<file path="src/hw/rtl/sync_framed_packet_receiver_defines.svh">
// ----------------------------------------------------------------------------
// Sync-framed packet receiver: assertion macros
// Shared concurrent assertion wrappers used by the receiver modules.
// ----------------------------------------------------------------------------
`ifndef SYNC_FRAMED_PACKET_RECEIVER_DEFINES_SVH
`define SYNC_FRAMED_PACKET_RECEIVER_DEFINES_SVH

// Checked on every rising edge of clk outside reset.
`define SFPR_ASSERT(label, prop, msg) \
  label: assert property (@(posedge clk) disable iff (!rst_n) (prop)) else $error(msg);

// Checked on every rising edge of clk, reset included.
`define SFPR_ASSERT_ALWAYS(label, prop, msg) \
  label: assert property (@(posedge clk) (prop)) else $error(msg);

`endif

</file>
<file path="src/hw/rtl/sfpr_pkg.sv">
// ----------------------------------------------------------------------------
// Sync-framed packet receiver package
// Parser states, result codes, register indexes and the result record.
// ----------------------------------------------------------------------------
`timescale 1ns / 1ps

package sfpr_pkg;

  // Configuration port
  localparam int unsigned CFG_IDX_W  = 1;
  localparam int unsigned CFG_DATA_W = 8;

  localparam logic [CFG_IDX_W-1:0] REG_SYNC_FIRST  = 1'b0;
  localparam logic [CFG_IDX_W-1:0] REG_SYNC_SECOND = 1'b1;

  localparam logic [7:0] SYNC_FIRST_RST  = 8'd181;
  localparam logic [7:0] SYNC_SECOND_RST = 8'd98;

  localparam logic [15:0] ERR_SAT = 16'hFFFF;

  // Stream widths
  localparam int unsigned IN_TDATA_W  = 8;
  localparam int unsigned OUT_TDATA_W = 72;

  // Parser phase, one-hot
  typedef enum logic [8:0] {
    PH_HUNT    = 9'b000000001,
    PH_SYNC1   = 9'b000000010,
    PH_CLASS   = 9'b000000100,
    PH_ID      = 9'b000001000,
    PH_LEN_LO  = 9'b000010000,
    PH_LEN_HI  = 9'b000100000,
    PH_PAYLOAD = 9'b001000000,
    PH_CHK_A   = 9'b010000000,
    PH_CHK_B   = 9'b100000000
  } phase_t;

  // Result codes
  typedef enum logic [2:0] {
    EV_NONE    = 3'd0,
    EV_PAYLOAD = 3'd1,
    EV_GOOD    = 3'd2,
    EV_ZERO    = 3'd3,
    EV_LENGTH  = 3'd4,
    EV_CHECK   = 3'd5
  } ev_t;

  // One result item
  typedef struct packed {
    logic [15:0] errors_seen;
    logic [15:0] frame_length;
    logic [7:0]  frame_id;
    logic [7:0]  frame_class;
    logic [7:0]  byte_index;
    logic [7:0]  data_byte;
    ev_t         event_res;
  } result_t;

endpackage

</file>
<file path="src/hw/rtl/sfpr_parser.sv">
// ----------------------------------------------------------------------------
// Frame parser
// Per-item state update: sync hunt, header capture, Fletcher-8 check and
// the frame verdict. The result of each accepted item is formed here.
// ----------------------------------------------------------------------------
`timescale 1ns / 1ps
`include "sync_framed_packet_receiver_defines.svh"

module sfpr_parser import sfpr_pkg::*; #(
  parameter int unsigned MAX_PAYLOAD = 256
) (
  input  logic                  clk,
  input  logic                  rst_n,
  input  logic                  cfg_wr_en,
  input  logic [CFG_IDX_W-1:0]  cfg_index,
  input  logic [CFG_DATA_W-1:0] cfg_wdata,
  input  logic                  item_fire,
  input  logic [7:0]            item_byte,
  output result_t               res
);

  localparam int unsigned CNT_W  = (MAX_PAYLOAD > 2) ? $clog2(MAX_PAYLOAD) : 1;
  localparam logic [16:0] MAX_LEN = 17'(MAX_PAYLOAD);

  logic [7:0]       sync_first_r, sync_second_r;
  phase_t           phase_r, phase_nxt;
  logic [7:0]       class_r, class_nxt;
  logic [7:0]       id_r, id_nxt;
  logic [15:0]      length_r, length_nxt;
  logic [CNT_W-1:0] count_r, count_nxt;
  logic [7:0]       sum_a_r, sum_a_nxt;
  logic [7:0]       sum_b_r, sum_b_nxt;
  logic [15:0]      errors_r, errors_nxt;

  logic [7:0]  add_a, add_b;
  logic [15:0] len_full;
  logic [15:0] count_ext, count_inc;
  logic [15:0] errors_inc;
  ev_t         ev;
  logic [7:0]  data_out, index_out;

  // Configuration registers
  always_ff @(posedge clk) begin
    if (!rst_n) begin
      sync_first_r  <= SYNC_FIRST_RST;
      sync_second_r <= SYNC_SECOND_RST;
    end else if (cfg_wr_en) begin
      unique case (cfg_index)
        REG_SYNC_FIRST:  sync_first_r  <= cfg_wdata;
        REG_SYNC_SECOND: sync_second_r <= cfg_wdata;
        default: ;
      endcase
    end
  end

  // Running Fletcher sums with the current byte folded in
  assign add_a      = sum_a_r + item_byte;
  assign add_b      = sum_b_r + add_a;
  assign len_full   = {item_byte, length_r[7:0]};
  assign count_ext  = 16'(count_r);
  assign count_inc  = count_ext + 16'd1;
  assign errors_inc = (errors_r == ERR_SAT) ? errors_r : errors_r + 16'd1;

  // Next state and result for the current item
  always_comb begin
    phase_nxt  = phase_r;
    class_nxt  = class_r;
    id_nxt     = id_r;
    length_nxt = length_r;
    count_nxt  = count_r;
    sum_a_nxt  = sum_a_r;
    sum_b_nxt  = sum_b_r;
    errors_nxt = errors_r;
    ev         = EV_NONE;
    data_out   = 8'd0;
    index_out  = 8'd0;

    unique case (phase_r)
      PH_SYNC1: begin
        if (item_byte == sync_second_r) begin
          phase_nxt = PH_CLASS;
          sum_a_nxt = 8'd0;
          sum_b_nxt = 8'd0;
        end else if (item_byte == sync_first_r) begin
          phase_nxt = PH_SYNC1;
        end else begin
          phase_nxt = PH_HUNT;
        end
      end
      PH_CLASS: begin
        class_nxt = item_byte;
        sum_a_nxt = add_a;
        sum_b_nxt = add_b;
        phase_nxt = PH_ID;
      end
      PH_ID: begin
        id_nxt    = item_byte;
        sum_a_nxt = add_a;
        sum_b_nxt = add_b;
        phase_nxt = PH_LEN_LO;
      end
      PH_LEN_LO: begin
        length_nxt = {8'd0, item_byte};
        sum_a_nxt  = add_a;
        sum_b_nxt  = add_b;
        phase_nxt  = PH_LEN_HI;
      end
      PH_LEN_HI: begin
        length_nxt = len_full;
        sum_a_nxt  = add_a;
        sum_b_nxt  = add_b;
        count_nxt  = '0;
        // The announced length is checked once, here
        if ({1'b0, len_full} >= MAX_LEN) begin
          ev         = EV_LENGTH;
          errors_nxt = errors_inc;
          phase_nxt  = PH_HUNT;
        end else if (len_full == 16'd0) begin
          ev        = EV_ZERO;
          phase_nxt = PH_HUNT;
        end else begin
          phase_nxt = PH_PAYLOAD;
        end
      end
      PH_PAYLOAD: begin
        sum_a_nxt = add_a;
        sum_b_nxt = add_b;
        ev        = EV_PAYLOAD;
        data_out  = item_byte;
        index_out = count_ext[7:0];
        count_nxt = count_inc[CNT_W-1:0];
        if (count_inc >= length_r) begin
          phase_nxt = PH_CHK_A;
        end
      end
      PH_CHK_A: begin
        if (item_byte == sum_a_r) begin
          phase_nxt = PH_CHK_B;
        end else begin
          ev        = EV_CHECK;
          phase_nxt = PH_HUNT;
        end
      end
      PH_CHK_B: begin
        // Of the two check bytes, only a second check byte mismatch is counted
        if (item_byte == sum_b_r) begin
          ev = EV_GOOD;
        end else begin
          ev         = EV_CHECK;
          errors_nxt = errors_inc;
        end
        phase_nxt = PH_HUNT;
      end
      default: begin
        phase_nxt = (item_byte == sync_first_r) ? PH_SYNC1 : PH_HUNT;
      end
    endcase
  end

  // Parser state
  always_ff @(posedge clk) begin
    if (!rst_n) begin
      phase_r  <= PH_HUNT;
      class_r  <= 8'd0;
      id_r     <= 8'd0;
      length_r <= 16'd0;
      count_r  <= '0;
      sum_a_r  <= 8'd0;
      sum_b_r  <= 8'd0;
      errors_r <= 16'd0;
    end else if (item_fire) begin
      phase_r  <= phase_nxt;
      class_r  <= class_nxt;
      id_r     <= id_nxt;
      length_r <= length_nxt;
      count_r  <= count_nxt;
      sum_a_r  <= sum_a_nxt;
      sum_b_r  <= sum_b_nxt;
      errors_r <= errors_nxt;
    end
  end

  // Result item, reflecting the state after this item
  always_comb begin
    res.event_res    = ev;
    res.data_byte    = data_out;
    res.byte_index   = index_out;
    res.frame_class  = class_nxt;
    res.frame_id     = id_nxt;
    res.frame_length = length_nxt;
    res.errors_seen  = errors_nxt;
  end

  `SFPR_ASSERT(a_payload_len_ok,
    (phase_r == PH_PAYLOAD) |-> ((length_r != 16'd0) && ({1'b0, length_r} < MAX_LEN)),
    "payload phase entered with an out-of-range length")
  `SFPR_ASSERT(a_payload_count_below_len,
    (phase_r == PH_PAYLOAD) |-> (count_ext < length_r),
    "payload count reached the length without leaving the payload phase")
  `SFPR_ASSERT(a_errors_monotonic,
    $past(rst_n) |-> (errors_r >= $past(errors_r)),
    "error count went backwards")
  `SFPR_ASSERT(a_payload_event_phase,
    (item_fire && (ev == EV_PAYLOAD)) |-> (phase_r == PH_PAYLOAD),
    "payload item reported outside the payload phase")

endmodule

</file>
<file path="src/hw/rtl/sfpr_out_buf.sv">
// ----------------------------------------------------------------------------
// Result output buffer
// Output register with one skid entry so the input side can take one more item
// after the output side stalls.
// ----------------------------------------------------------------------------
`timescale 1ns / 1ps
`include "sync_framed_packet_receiver_defines.svh"

module sfpr_out_buf import sfpr_pkg::*; (
  input  logic    clk,
  input  logic    rst_n,
  input  logic    in_valid,
  output logic    in_ready,
  input  result_t in_res,
  output logic    out_valid,
  input  logic    out_ready,
  output result_t out_res
);

  logic    out_valid_r;
  result_t out_res_r;
  logic    skid_valid_r;
  result_t skid_res_r;
  logic    in_fire;
  logic    out_free;

  assign in_ready  = !skid_valid_r;
  assign in_fire   = in_valid && in_ready;
  assign out_free  = out_ready || !out_valid_r;
  assign out_valid = out_valid_r;
  assign out_res   = out_res_r;

  // Valid flags
  always_ff @(posedge clk) begin
    if (!rst_n) begin
      out_valid_r  <= 1'b0;
      skid_valid_r <= 1'b0;
    end else if (out_free) begin
      out_valid_r  <= skid_valid_r || in_fire;
      skid_valid_r <= 1'b0;
    end else if (in_fire) begin
      skid_valid_r <= 1'b1;
    end
  end

  // Payload registers
  always_ff @(posedge clk) begin
    if (out_free) begin
      if (skid_valid_r) begin
        out_res_r <= skid_res_r;
      end else if (in_fire) begin
        out_res_r <= in_res;
      end
    end else if (in_fire) begin
      skid_res_r <= in_res;
    end
  end

  `SFPR_ASSERT(a_skid_implies_out,
    skid_valid_r |-> out_valid_r,
    "skid entry held while the output register is empty")
  `SFPR_ASSERT(a_stall_keeps_out,
    (out_valid_r && !out_ready) |=> out_valid_r,
    "stalled result dropped from the output register")
  `SFPR_ASSERT(a_stall_fills_skid,
    (in_fire && out_valid_r && !out_ready) |=> skid_valid_r,
    "item taken during a stall was not parked in the skid entry")
  `SFPR_ASSERT_ALWAYS(a_reset_empty,
    !$past(rst_n) |-> (!out_valid_r && !skid_valid_r),
    "buffer not empty after reset")

endmodule

</file>
<file path="src/hw/rtl/sync_framed_packet_receiver.sv">
// Output: a result item is registered in the output register, or in the skid entry while the output stalls.
// Throughput: one item per cycle while in_tready is high; the per-byte parser update is combinational.
// Stalls: when out_tready is low, one more item is parked in a skid entry, then in_tready drops.
// Reset: rst_n is synchronous and active low; parser hunts for the first sync byte,
// sync bytes return to 181 and 98, counters, sums and header fields clear, buffers empty.
// ----------------------------------------------------------------------------
// Sync-framed packet receiver
// Parses sync-framed packets with a Fletcher-8 check, one received byte per
// item, reporting each payload byte and the verdict on each frame.
// ----------------------------------------------------------------------------
`timescale 1ns / 1ps

module sync_framed_packet_receiver import sfpr_pkg::*; #(
  parameter int unsigned MAX_PAYLOAD = 256
) (
  input  logic                   clk,
  input  logic                   rst_n,
  // Configuration write port
  input  logic                   cfg_wr_en,
  input  logic [CFG_IDX_W-1:0]   cfg_index,
  input  logic [CFG_DATA_W-1:0]  cfg_wdata,
  // Input stream
  input  logic                   in_tvalid,
  output logic                   in_tready,
  input  logic [IN_TDATA_W-1:0]  in_tdata,   // [7:0] rx_byte
  // Result stream
  output logic                   out_tvalid,
  input  logic                   out_tready,
  // [2:0] event_res, [10:3] data_byte, [18:11] byte_index, [26:19] frame_class,
  // [34:27] frame_id, [50:35] frame_length, [66:51] errors_seen, [71:67] zero
  output logic [OUT_TDATA_W-1:0] out_tdata
);

  result_t res_item;
  result_t res_out;
  logic    in_fire;

  assign in_fire = in_tvalid && in_tready;

  // Per-byte frame parser
  sfpr_parser #(
    .MAX_PAYLOAD (MAX_PAYLOAD)
  ) u_parser (
    .clk       (clk),
    .rst_n     (rst_n),
    .cfg_wr_en (cfg_wr_en),
    .cfg_index (cfg_index),
    .cfg_wdata (cfg_wdata),
    .item_fire (in_fire),
    .item_byte (in_tdata),
    .res       (res_item)
  );

  // Result register and skid entry
  sfpr_out_buf u_out_buf (
    .clk       (clk),
    .rst_n     (rst_n),
    .in_valid  (in_tvalid),
    .in_ready  (in_tready),
    .in_res    (res_item),
    .out_valid (out_tvalid),
    .out_ready (out_tready),
    .out_res   (res_out)
  );

  // Pack the result fields, event_res lowest
  assign out_tdata = {5'd0,
                      res_out.errors_seen,
                      res_out.frame_length,
                      res_out.frame_id,
                      res_out.frame_class,
                      res_out.byte_index,
                      res_out.data_byte,
                      res_out.event_res};

endmodule

</file>
<file path="config.mk">
export PLATFORM = sky130hd
export DESIGN_NAME = sync_framed_packet_receiver
export DESIGN_NICKNAME = d
export VERILOG_FILES = /design/src/hw/rtl/sfpr_pkg.sv /design/src/hw/rtl/sfpr_parser.sv /design/src/hw/rtl/sfpr_out_buf.sv /design/src/hw/rtl/sync_framed_packet_receiver.sv
export VERILOG_INCLUDE_DIRS = /design/src /design/src/hw/rtl
export SDC_FILE = /design/constraint.sdc
export NUM_CORES = 1
export LEC_CHECK = 0
export BUFFER_PORTS_ARGS = -buffer_cell sky130_fd_sc_hd__buf_2
export CORE_AREA = 2 2 156 158
export CTS_CLUSTER_DIAMETER = 120
export CTS_CLUSTER_SIZE = 24
export DETAILED_ROUTE_END_ITERATION = 8
export DIE_AREA = 0 0 158 160
export GPL_TIMING_DRIVEN = 0
export PLACE_DENSITY = 0.75
export REMOVE_ABC_BUFFERS = 1
export SLEW_MARGIN = 30
export SYNTH_ARGS = -nofsm -noshare
export SYNTH_HDL_FRONTEND = slang
export SYNTH_HIERARCHICAL = 1
export SYNTH_SLANG_ARGS = --single-unit
</file>
<file path="constraint.sdc">
create_clock -name clk -period 8.3 [get_ports clk]
set_input_delay 0.415 -clock clk [delete_from_list [all_inputs] [get_ports clk]]
set_output_delay 0.415 -clock clk [all_outputs]
set_load 0.1 [all_outputs]
</file>
== Word-level counts from Yosys, hierarchy flattened ==
Cells that the tools add are included.
Cells by class
  add/subtract/negate cells: 4
  $lt $le $gt $ge: 2
  equal/unequal tests: 15
  multiplexer cells: 27
  bitwise gates (word level): 3
  reduce and logical (&&, ||, !) cells: 18
Operators by type and width (number)
  2-to-1 mux 67 bit: 2
  case mux 9 bit (8 select lines): 1
  case mux 16 bit (2 select lines): 2
  2-to-1 mux 16 bit: 3
  case mux 8 bit (2 select lines): 3
  2-to-1 mux 8 bit: 5
  2-to-1 mux 9 bit: 4
  == test 8 bit: 4
  adder 16 x 1 -> 16 bit (second input constant): 1
  adder 8 bit: 2
  == test 16 bit (second input constant): 1
  greater-or-equal comparator 16 bit: 1
  greater-or-equal comparator 16 x 9 -> 1 bit (second input constant): 1
  zero test 16 bit: 1
  case mux 3 bit (4 select lines): 1
  AND reduction 2 bit: 6
  adder 8 x 1 -> 9 bit (second input constant): 1
  == test 9 x 2 -> 1 bit (second input constant): 1
  == test 9 x 3 -> 1 bit (second input constant): 1
  == test 9 x 4 -> 1 bit (second input constant): 1
  == test 9 x 5 -> 1 bit (second input constant): 1
  == test 9 x 6 -> 1 bit (second input constant): 1
  == test 9 x 7 -> 1 bit (second input constant): 1
  == test 9 x 8 -> 1 bit (second input constant): 1
  13 further kinds: 23
Word-level totals
  flip-flop bits (word level): 233
  input bits: 22
  output and inout bits: 74
  logic and storage cells: 95

== Longest topological paths before layout ==
Gate-level depths: netlist (run 1).
  word-level depth: 6
  mapped depth: 14
  mapped depth without buffers: 14

== Cells and area by module ==
Netlist (run 1), hierarchy kept.
Modules (own cells, without submodules)
  sfpr_parser: times used 1, cells each 762, area an instance 6129.6 sq um, sequential area each 1941.9 sq um
  sfpr_out_buf: times used 1, cells each 218, area an instance 5268.8 sq um, sequential area each 4063.9 sq um
  sync_framed_packet_receiver: times used 1, cells each 7, area an instance 47.5 sq um, sequential area each 0.0 sq um

== Worst setup path before layout (run 1) ==
No wires, ideal clock.
  path type: register to register
  start point: register u_out_buf.out_valid_r, in the netlist u_out_buf/out_valid
  end point: register u_out_buf/skid_res_r[0] (netlist bit), enable pin
  setup time: 0.588 ns
  arrival: 6.147 ns
  data required time: 7.712 ns
  setup slack: 1.564 ns
  cell stages (with the launch flop): 3
  buffers on the path: 0
  clock period less this slack: 6.736 ns
  path through: dfxtp_1 > nand2b_1 > nor3b_1
Between the ends
  longest elaborated chain between the ends: 4
Ends and longest elaborated chain
  start: declaration: RTL line sfpr_out_buf.sv:20  | logic out_valid_r;
  start signal: assignment: RTL line sfpr_out_buf.sv:39  | out_valid_r <= skid_valid_r || in_fire;
  zero test 1 bit: RTL line sfpr_out_buf.sv:29  | assign out_free = out_ready || !out_valid_r;
  logical OR 1 bit: RTL line sfpr_out_buf.sv:29
  NOT 1 bit (no line)
  AND reduction 2 bit (no line)
  end signal: assignment: RTL line sfpr_out_buf.sv:55  | skid_res_r <= in_res;
  end: declaration: RTL line sfpr_out_buf.sv:23  | result_t skid_res_r;
Every way passes these cells.
A chain may end at the register's enable or synchronous reset.

==> results.txt, run 1 <==
The run finished with clean final reports. In the routed design, unresolved DRC markers number 0. The global-route wire length before repair came out at 35.8 mm. The flip-flop cell with the highest count after synthesis is sky130_fd_sc_hd__edfxtp_1. The number of enable flip-flop cells after synthesis came out at 134. The static leakage power is 4.72 nW. The final-report hold violation count came out at 0. The area of all placed cells without fillers came out at 12,500 um2. The required time of the critical path is 8520 ps. The path class of the tightest hold or removal check is in -> reg.

The source-to-sink clock delay at the later pin of the worst-skew pair is 470 ps. TritonCTS built the clock tree. The vertical die dimension came out at 160 um. The final worst-path cycle share is 44.4%. The worst slack at placement came out at 4670 ps. In this run, the number of DRC markers left after iteration 0 of detailed routing was 533. The maximum achievable frequency is 0.271 GHz. The pin count of the biggest net entering global routing came out at 70. In the final layout, the multi-input gates occupy 5030 um2. The count of instances resized after the clock tree is built is 0. The least setup slack across all paths after layout is 4610 ps. The minimum setup slack among reg-to-reg paths came out at 4610 ps. For this run the aggregate overflow at the end of global routing stands at 0.

The core box area came out at 23,800 um2. The clock passes through at most 3 buffers. Among all stages on the critical path, the largest delay is contributed by sky130_fd_sc_hd__nor4_4. The type of the worst setup path is reg -> reg. Traced cell by cell, the critical path runs through or4_1, nor4_4, nor2b_1, nor3_4, nand2_1, mux2_2, mux2_4. The proportion of synthesized chip area in sequential cells is 52.5%. The synthesis-stage register bit count is 233. The routed wire length came out at 22.4 mm.

The kind of end point of the critical path is a flop. The number of clock buffers inserted by TritonCTS came out at 13. Dividing total power by cell area gives a power density of 177 nW/um2. The clock transition at the register clock pins on the worst setup and hold paths after CTS is 100 ps. The total die area is 25,300 um2. During synthesis, Yosys emitted a total of 6 warnings. The number of antenna violations at the first check in global routing came to 0. The most frequent standard cell in the layout excluding fill and tap cells is sky130_fd_sc_hd__edfxtp_1. The aggregate global-route resource usage came out at 17.4%.

Synthesis handed over a netlist of 987 instances. STA classifies the critical path startpoint as a flop. In this run the mean area of a mapped cell was 11.6 um2. The most used routing layer is met2. The fraction of final layout cells with drive strength greater than 1 came out at 21.7%.

The worst-case clock skew is 13.3 ps. In this run the number of H-tree levels came out at 1. The post-CTS setup buffer count came out at 0. The worst-case vdd ir drop came out at 0.103 mV.

The number of max-capacitance violations reported is 0. The number of global-route vias before repair came out at 6,987. The weighted congestion at the end of routability-driven global placement is 0.858. The number of diodes added for antenna fixing is 0. The area of placed instances came out at 12,100 um2. The post-detailed-route via-to-cell ratio is 5.43. Across all layers, the routed design uses 7,480 vias. For met1 alone, demand over resource in global routing was 24.5%. The wire-length estimate of the detail-placed layout is 15.2 mm. The area growth from synthesis to layout is 9.07%. The antenna violation net count after detailed routing came out at 0.

The effective utilization at floorplan is 48.1%. The library cell used as clock root buffer is sky130_fd_sc_hd__clkbuf_16. The netlist area before placement is 11,400 um2.

The data arrival time at the worst-slack endpoint came out at 3910 ps. The die is 158 um wide. The pin slew with the least headroom to its limit is 896 ps. The number of port buffers is 90. The number of top-level design ports is 96.

The number of fill cells in the layout is 2,130. The number of optimization iterations in the first detailed-route pass is 5. The largest single stage delay on the critical path is 740 ps.

The number of pins exceeding their max-slew limit in the final report came out at 0. The critical-path maximum fanout came out at 17. The CTS sink count is 233.

The global-route track usage on met3 came out at 1.82%. In the layout the commonest cells are 134 x sky130_fd_sc_hd__edfxtp_1, 98 x sky130_fd_sc_hd__dfxtp_1, 89 x sky130_fd_sc_hd__buf_2. After clock tree synthesis, the flow added hold-fix buffers numbering 0. In the final design database the tool counted 1,096 nets.

In the global route stage, met2 resource usage came out at 28.8%. Dividing the detail-routed wire length by the instance count gives 16.3 um. The number of setup violations in the final report came out at 0. Yosys mapped the design onto 69 distinct sky130hd cell types. After floorplanning, the core was divided into 57 placement rows.

In the final layout, flip-flops and latches occupy 6010 um2. For this run, asynchronously set or reset flops after synthesis account for 0%. The final period demand of the worst path is 3690 ps.

Setup repair after global routing left no endpoint under its margin. The remaining max-slew budget at the tightest pin is 40.3%.
power by group:
| group | switching, W | internal, W | leakage, nW |
|---|---|---|---|
| logic | 0.000238 | 0.0000563 | 2.50 |
| registers | 0.0000116 | 0.00125 | 2.05 |
| clock network | 0.000355 | 0.000298 | 0.173 |
| total | 0.000605 | 0.00161 | 4.72 |
state kept, by name, indices dropped and copies added, names as in the netlist:
signal	count
u_out_buf/out_res	67
u_out_buf/out_valid	1
u_out_buf/skid_res_r	67
u_out_buf/skid_valid_r	1
u_parser/class_r	8
u_parser/count_r	8
u_parser/errors_r	16
u_parser/id_r	8
u_parser/length_r	16
u_parser/phase_r	9
u_parser/sum_a_r	8
u_parser/sum_b_r	8
u_parser/sync_first_r	8
u_parser/sync_second_r	8
through the flow:
step           hold WS, ps  util (%)  cells  setup TNS [ps]  power, W
5_1_grt                171      52.4   1377               0   0.00229
3_3_place_gp           444      50.1   1345         -183550   0.00159
4_1_cts                166      52.4   1377               0   0.00224
2_1_floorplan          436         -    931               0   0.00153
3_5_place_dp           449      50.9   1356               0   0.00159
6_report               183      52.4   1377               0   0.00221
cells by family (layout without fill, tap and decap cells):
logic type	Yosys count	in the layout	synth area share, %
buf+inv	82	144	3.97
flops	233	233	52.5
xor+xnor	55	55	4.21
other cells	1	5	0.0328
mux	121	121	13.8
compound gates	136	136	8.11
fa+ha+maj	27	27	3.08
simple gates	332	332	14.3
synthesized netlist by cell type (all sizes together), types with 4 or more instances:
cell	count	area, um2
nand3	43	215
nand2	86	323
a21oi	38	190
mux2i	24	240
nor2	86	325
o2111ai	4	35.0
clkbuf	38	143
buf	22	229
o21a	5	37.5
inv	20	75.1
a22oi	24	180
dfxtp	99	1980
a22o	8	70.1
and3	9	56.3
ha	25	313
a21o	7	52.6
and2	20	125
o31ai	5	37.5
nor3	23	126
nor4	11	83.8
nand4	10	77.6
edfxtp	134	4020
o211ai	4	30.0
or3	6	37.5
o21ai	15	75.1
mux2	97	1340
nand2b	15	93.8
or4	8	60.1
o21bai	4	30.0
xor2	22	193
xnor2	33	289
routing by layer:
metal  vias to the layer above  share of wire (%)
li1                       3688                  -
met1                      3570                 46
met2                       194                 48
met3                        28                4.5
met4                         0                2.2
met5                         -                  0
area by class of cell:
| cell class | instances | share of cell area, % |
|---|---|---|
| sequential | 233 | 48.1 |
| multi-input combinational | 676 | 40.3 |
| timing repair buffer | 101 | 4.71 |
| tap | 324 | 3.25 |
| clock buffer | 20 | 2.82 |
| inverter | 22 | 0.702 |
| clock inverter | 1 | 0.0702 |
worst paths after layout:
check,endpoint,start,cells after the start
hold / removal,u_parser/sync_second_r[5],cfg_wdata[5],3
hold reg to reg,u_parser/sum_a_r[6],u_parser/sum_a_r[6],2
setup / recovery,u_out_buf/out_res[52],u_parser/phase_r[1],7
setup reg to reg,u_out_buf/out_res[52],u_parser/phase_r[1],7
worst max-delay path, delay by kind of cell (launching register included):
| kind | cells | cell delay [ps] |
|---|---|---|
| mux | 2 | 600 |
| simple gates | 5 | 2440 |
| flops | 1 | 380 |
Power figures use the tool's default switching activity.
==> run 2: changes to the inputs <==
- PLACE_DENSITY: 0.75 -> 0.78
- clock period: 8.3 -> 3 ns (I/O delays scaled with it)
==> results.txt, run 2 (same netlist as run 1, synthesis figures left out) <==
The flow ran to the end, and the final reports show no timing, DRC or antenna violations. The total power consumption of the routed design came to 0.00615 W (+180%). The worst-case clock skew came to 27.1 ps (+13.9 ps). The total die area is 25,300 um2 (unchanged). The logic depth of the worst register-to-register path came out at 7 (unchanged).

The total instance count after detailed placement came out at 1,355 (-0.074%). The total grt overflow is 0 (unchanged). The number of fill cells in the layout came to 2,068 (-2.9%). The number of pins exceeding their max-slew limit in the final report came out at 0 (unchanged).

The path type of the worst min-delay path is in -> reg. The maximum level of the CTS H-tree is 1 (unchanged). The final-report hold violation count was 0 (unchanged). The standard-cell row count came to 57 (unchanged).

The least setup slack across all paths after layout came to 143 ps (-4470 ps). The number of setup violations in the final report is 0 (unchanged). The number of antenna violations at the first check in global routing came out at 0 (unchanged). The startpoint identified for the worst register-to-register timing path is u_parser/phase_r[2]. The worst-case vdd ir drop came out at 0.293 mV (+180%).

The effective utilization at floorplan is 48.1% (unchanged). The pin slew with the least headroom to its limit was 978 ps (+82.5 ps). The aggregate global-route resource usage came out at 17.8% (+0.36 points). The worst slack at placement is -672 ps (-5340 ps). The number of global-route vias before repair was 7,229 (+3.5%).

The x dimension of the die is 158 um (unchanged). The routed wire length came to 23.0 mm (+2.8%). The areal power density over the cells was 482 nW/um2 (+170%). The remaining max-slew budget at the tightest pin was 34.8% (-5.5 points). The number of max-capacitance violations reported is 0 (unchanged). The worst reg2reg path endpoint is u_out_buf/out_res[52].

The count of unresolved DRC violations after routing came out at 0 (unchanged). The number of port buffers is 90 (unchanged). The vertical die dimension came out at 160 um (unchanged).

The data arrival time at the worst-slack endpoint is 3100 ps (-810 ps). The critical hold path startpoint is out_tready. The post-detailed-route via-to-cell ratio was 5.46 (+0.49%). The worst setup path is captured at a flop. Leaving out fill and tap cells, the most frequent cell in the layout is sky130_fd_sc_hd__edfxtp_1. The post-layout net count is 1,121 (+2.3%). The first-iteration detailed-routing DRC count came out at 560 (+5.1%). The number of cells in the finished layout apart from fillers came out at 1,402 (+1.8%). The pin count of the biggest net entering global routing is 70 (unchanged). The final period demand of the worst path came out at 2860 ps (-829 ps). The number of optimization iterations in the first detailed-route pass is 5 (unchanged). In the layout the commonest cells are 134 x sky130_fd_sc_hd__edfxtp_1, 97 x sky130_fd_sc_hd__dfxtp_1, 90 x sky130_fd_sc_hd__buf_2. The weighted congestion at the end of routability-driven global placement is 0.869 (+1.4%). The number of clock buffers inserted by TritonCTS came to 13 (unchanged). The number of buffers on the longest clock path came out at 3 (unchanged). Setup repair after global routing left no endpoint under its margin.

The core box area is 23,800 um2 (unchanged). The required time of the critical path came out at 3240 ps (-5280 ps). TritonCTS built the clock tree. The static leakage power is 4.84 nW (+2.6%). In this run the worst setup path terminates at u_out_buf/out_res[52]. The antenna violation net count after detailed routing was 0 (unchanged). The library cell used as clock root buffer is sky130_fd_sc_hd__clkbuf_16.

The routed via count was 7,653 (+2.3%). The minimum setup slack among reg-to-reg paths is 140 ps (-4470 ps). The type of the worst setup path is reg -> reg.

The maximum achievable frequency came out at 0.350 GHz (+29%). The final core utilization is 53.5% (+1.1 points). Relative to the synthesized area, the layout overhead comes to 11.4%.

The final HPWL from detailed placement came out at 15.2 mm (about the same). The routed length per instance is 16.4 um (+1.0%). The global-route wire length before repair came out at 36.5 mm (+1.9%). The worst setup path is launched from a flop. The final worst-path cycle share came out at 95.2% (+51 points). The clock transition at the register clock pins on the worst setup and hold paths after CTS is 100 ps (about the same). The number of diodes added for antenna fixing is 0 (unchanged). The source-to-sink clock delay at the later pin of the worst-skew pair is 490 ps (+20 ps). Tracing the worst setup path back leads to its startpoint at u_parser/phase_r[2]. The critical-path maximum fanout is 11 (-6). The worst hold slack came to 27.5 ps (-155 ps). The number of top-level design ports is 96 (unchanged). The CTS sink count is 233 (unchanged).

The fraction of final layout cells with drive strength greater than 1 came out at 24.0% (+2.4 points).
## run 2: worst min path at each step
stage | to | slack [ps] | depth (start not counted)
2_1_floorplan | u_parser/sync_first_r[0] | 220 | 1
3_3_place_gp | u_parser/sync_second_r[5] | 380 | 3
3_5_place_dp | u_parser/sync_second_r[6] | 390 | 3
4_1_cts | u_out_buf/skid_valid_r | 20 | 3
5_1_grt | u_out_buf/skid_valid_r | 60 | 3
6_report | u_out_buf/skid_valid_r | 30 | 3
## run 2: area by class of cell
type	count	area (um2)	area share [%]
clock buffers	20	352	2.76
clock inverters	1	8.76	0.0687
inverters	22	88.8	0.697
multi-input cells	677	5110	40.1
flip-flops and latches	233	6010	47.1
well taps	324	405	3.18
repair buffers	125	776	6.08
## run 2: stage by stage
stage               area, um2  TNS, ps
floorplan               11100  -659720
global placement        11900  -998740
detailed placement      12100   -18420
CTS                     12600    -42.0
global route            12700        0
finish                  12700        0
## run 2: power by group
| part | internal (W) | switching, W | total, W | leakage [nW] |
|---|---|---|---|---|
| Combinational | 0.000166 | 0.000659 | 0.000825 | 2.62 |
| Sequential | 0.00347 | 0.0000370 | 0.00351 | 2.05 |
| Clock | 0.000824 | 0.000995 | 0.00182 | 0.173 |
## run 2: routing by layer
| metal | part of all wire (%) | routed length, um | global-route usage [%] | vias up |
|---|---|---|---|---|
| met5 | 0 | 0 | 0 | - |
| met4 | 1.4 | 313 | 4.22 | 0 |
| met3 | 4.8 | 1110 | 1.93 | 20 |
| met2 | 49 | 11400 | 30.6 | 189 |
| met1 | 44 | 10200 | 24.2 | 3711 |
| li1 | - | - | - | 3733 |
## run 2: what timing repair did
action / in CTS / in global routing
pin swaps: 2 / 7
hold buffers: 9 / 0
setup endpoints to repair: 69 / 25
hold endpoints to repair: 17 / 0
gates resized for setup: 5 / 12
buffers inserted: 5 / 11
cloned: 0 / 1
## run 2: worst max-delay path, cell delays in order, from the launching register on
cell and delay, ps:
sky130_fd_sc_hd__dfxtp_1 380, sky130_fd_sc_hd__nor4_1 450, sky130_fd_sc_hd__nand4b_1 330, sky130_fd_sc_hd__nor3_1 540, sky130_fd_sc_hd__nor3_4 170, sky130_fd_sc_hd__nand2_1 130
sky130_fd_sc_hd__mux2_2 360, sky130_fd_sc_hd__mux2_4 270
==> run 3: changes to the inputs <==
- CORE_AREA: 2 2 156 158 -> 2 2 154 156
- DIE_AREA: 0 0 158 160 -> 0 0 156 158
- PLACE_DENSITY: 0.78 -> 0.77
- SYNTH_HIERARCHICAL: 1 -> default
==> results.txt, run 3 <==
The CTS sink count is 233 (unchanged). The total power consumption of the routed design is 0.00622 W (+1.2%). The final period demand of the worst path came out at 2900 ps (+44.3 ps). The standard-cell row count came out at 56 (-1.8%).

The worst-case clock skew came to 22.6 ps (-4.49 ps). The kind of end point of the critical path is a flop. The number of antenna violations at the first check in global routing came out at 0 (unchanged). The library cell with the highest instance count after synthesis is sky130_fd_sc_hd__edfxtp_1. The routed via count is 7,732 (+1.0%).

The routed length per instance is 17.2 um (+4.8%). The data arrival time at the worst-slack endpoint came to 3130 ps (+30 ps). The post-CTS setup buffer count came out at 0 (-5). The average footprint of a synthesized cell is 11.0 um2 (-5.4%). The area of the multi-input gates is 4740 um2 (-7.2%). The antenna violation net count after detailed routing is 0 (unchanged). The x dimension of the die came to 156 um (-1.3%). By count the netlist is led by 134 x sky130_fd_sc_hd__edfxtp_1, 107 x sky130_fd_sc_hd__nor2_1, 103 x sky130_fd_sc_hd__nand2_1.

The aggregate global-route resource usage is 18.9% (+1.1 points). Compared with the post-synthesis result, the final layout area differs by 11.1%. The pin count of the biggest net entering global routing came out at 59 (-16%). The weighted congestion at the end of routability-driven global placement came to 0.891 (+2.5%). The area of placed instances came to 11,800 um2 (-2.2%).

The required time of the critical path came out at 3230 ps (about the same). The distinct cell type count after synthesis came out at 66 (-4.3%). Among all flip-flop cells after synthesis, the most frequent one is sky130_fd_sc_hd__edfxtp_1. The final core utilization came out at 53.4% (-0.14 points). The routed wire length came out at 23.5 mm (+2.2%). The final-report hold violation count is 0 (unchanged). The total grt overflow is 0 (unchanged). The area taken by flip-flops and latches is 6010 um2 (about the same). The library cell used most frequently in the layout, excluding fill and tap cells, is sky130_fd_sc_hd__edfxtp_1.

The worst-case vdd ir drop is 0.337 mV (+15%). The total die area came out at 24,600 um2 (-2.5%). The areal power density over the cells is 506 nW/um2 (+4.9%). The vertical die dimension came out at 158 um (-1.3%). The final worst-path cycle share was 96.7% (+1.5 points). The critical-path maximum fanout came to 27 (+16). The number of setup violations in the final report is 0 (unchanged). The CTS tree is yes. The share of flip-flops with an asynchronous set or reset after synthesis is 0% (unchanged).

STA classifies the critical path startpoint as a flop. The source-to-sink clock delay at the later pin of the worst-skew pair came out at 490 ps (about the same). The run finished with clean final reports. The synthesis-stage register bit count came out at 233 (unchanged).

The netlist area before placement is 11,100 um2 (-3.3%). The number of buffers on the longest clock path came out at 3 (unchanged). The most area-hungry cell type in the Yosys netlist is sky130_fd_sc_hd__edfxtp_1. The top cell types in the final layout, fill and taps aside, are 134 x sky130_fd_sc_hd__edfxtp_1, 105 x sky130_fd_sc_hd__nor2_1, 102 x sky130_fd_sc_hd__nand2_1. The maximum achievable frequency is 0.345 GHz (-1.5%). The post-detailed-route via-to-cell ratio is 5.66 (+3.7%). The count of unresolved DRC violations after routing is 0 (unchanged). The number of top-level design ports is 96 (unchanged).

The effective utilization at floorplan came out at 48.0% (about the same). The post-layout net count is 1,118 (-0.27%). The area of all placed cells without fillers is 12,300 um2 (-3.5%). By area the synthesized netlist is led by sky130_fd_sc_hd__edfxtp_1 36%, sky130_fd_sc_hd__dfxtp_1 18%, sky130_fd_sc_hd__mux2_2 8.0%.

The global-route wire length before repair came out at 37.4 mm (+2.4%). The number of global-route vias before repair came out at 7,335 (+1.5%). The number of fill cells in the layout is 1,966 (-4.9%). The tree is rooted in a sky130_fd_sc_hd__clkbuf_16. The share of the synthesized area in the top cell type is 36.3% (+1.2 points). The number of enable flip-flop cells after synthesis was 134 (unchanged). The total of warnings raised by yosys is 0 (-6).

The number of optimization iterations in the first detailed-route pass is 6 (+1). The number of pins exceeding their max-slew limit in the final report came out at 0 (unchanged). The pin slew with the least headroom to its limit is 751 ps (-227 ps). The remaining max-slew budget at the tightest pin came out at 49.9% (+15 points). In this run the worst hold path is classified as in -> reg. The first-iteration detailed-routing DRC count came out at 529 (-5.5%).

The proportion of synthesized chip area in sequential cells is 54.2% (+1.8 points). The fraction of final layout cells with drive strength greater than 1 was 21.1% (-2.9 points). The gate count of the mapped netlist is 1,009 (+2.2%).

By startpoint and endpoint, the worst setup path is classified as reg -> reg. The number of max-capacitance violations reported was 0 (unchanged). The worst hold slack is 9.03 ps (-18.5 ps). The total instance count after detailed placement is 1,336 (-1.4%). The clock transition at the register clock pins on the worst setup and hold paths after CTS came out at 100 ps (about the same). The number of clock buffers inserted by TritonCTS was 13 (unchanged).

The maximum level of the CTS H-tree came out at 1 (unchanged). The final HPWL from detailed placement is 15.6 mm (+2.8%). The core box area came out at 23,100 um2 (-3.2%).

The static leakage power came out at 4.94 nW (+2.0%). The number of port buffers is 90 (unchanged). The number of diodes added for antenna fixing is 0 (unchanged). The number of cells in the finished layout apart from fillers came out at 1,366 (-2.6%).
## run 3: cell types whose count changed after synthesis, moves of 8 or more
cell and delta:
sky130_fd_sc_hd__buf_2 +15, sky130_fd_sc_hd__clkbuf_1 -8, sky130_fd_sc_hd__mux2_2 +48, sky130_fd_sc_hd__mux2_4 -66
sky130_fd_sc_hd__mux2i_1 -12, sky130_fd_sc_hd__nand2_1 +17, sky130_fd_sc_hd__nand2b_1 -10, sky130_fd_sc_hd__nor2_1 +22
sky130_fd_sc_hd__nor3_1 +11, sky130_fd_sc_hd__xnor2_1 -8, sky130_fd_sc_hd__xor2_1 +18
## run 3: cells by family (layout without fill, tap and decap cells)
family,after synthesis,after routing,synth area share (%)
mux,91,91,9.12
simple gates,365,365,16.1
xor+xnor,65,65,5.14
buf+inv,88,151,3.59
other cells,1,5,0.0339
fa+ha+maj,27,27,3.19
compound gates,139,139,8.63
flops,233,233,54.2
## run 3: layout make-up
class / count / area share [%]
tap: 290 / 2.95
clock inverter: 2 / 0.142
multi-input combinational: 692 / 38.5
sequential: 233 / 48.8
clock buffer: 20 / 2.86
inverter: 23 / 0.742
timing repair buffer: 106 / 5.98
## run 3: path summary, 6_finish.rpt
check	startpoint	to	slack [ps]	cells after the start
worst min-delay path	in_tvalid	u_out_buf.skid_valid_r	9	3
worst max-delay path	u_parser.errors_r[0]	u_out_buf.out_res[52]	100	7
worst max register to register	u_parser.errors_r[0]	u_out_buf.out_res[52]	100	7
worst min register to register	u_parser.sync_second_r[4]	u_parser.sync_second_r[4]	470	2
## run 3: routing by layer
metal  up-vias  routed length, um  track usage (%)
li1       3721                  -                -
met1      3734              10500             25.4
met2       231              11200             31.8
met3        46               1160             2.30
met4         0                661             6.25
met5         -                  0                0
## run 3: power by group
| part | switching, W | internal (W) | leakage (nW) |
|---|---|---|---|
| Clock | 0.00101 | 0.000831 | 0.178 |
| Combinational | 0.000694 | 0.000175 | 2.67 |
| Sequential | 0.0000371 | 0.00348 | 2.09 |
## run 3: worst max-delay path: stages (launching register included)
cell and delay [ps]:
sky130_fd_sc_hd__dfxtp_1 430, sky130_fd_sc_hd__ha_1 210, sky130_fd_sc_hd__nand3_1 190, sky130_fd_sc_hd__nor4_2 500, sky130_fd_sc_hd__nand3_1 260, sky130_fd_sc_hd__o211ai_4 380, sky130_fd_sc_hd__mux2_2 420, sky130_fd_sc_hd__mux2_2 260
## run 3: timing repair
action                                  4_1_cts  5_1_grt
endpoints found under the setup margin        1       10
pin swaps                                     0        3
hold buffers                                  8        0
resized for setup                             2        6
hold endpoints to repair                     16        0
## run 3: per-stage QoR
step / setup TNS [ps] / setup slack (ps)
after floorplan: -359490 / -4200
after global placement: -571790 / -6310
after detailed placement: -228 / -228
after CTS: 0 / 44.9
after global routing: -4.15 / -3.39
final: 0 / 98.7
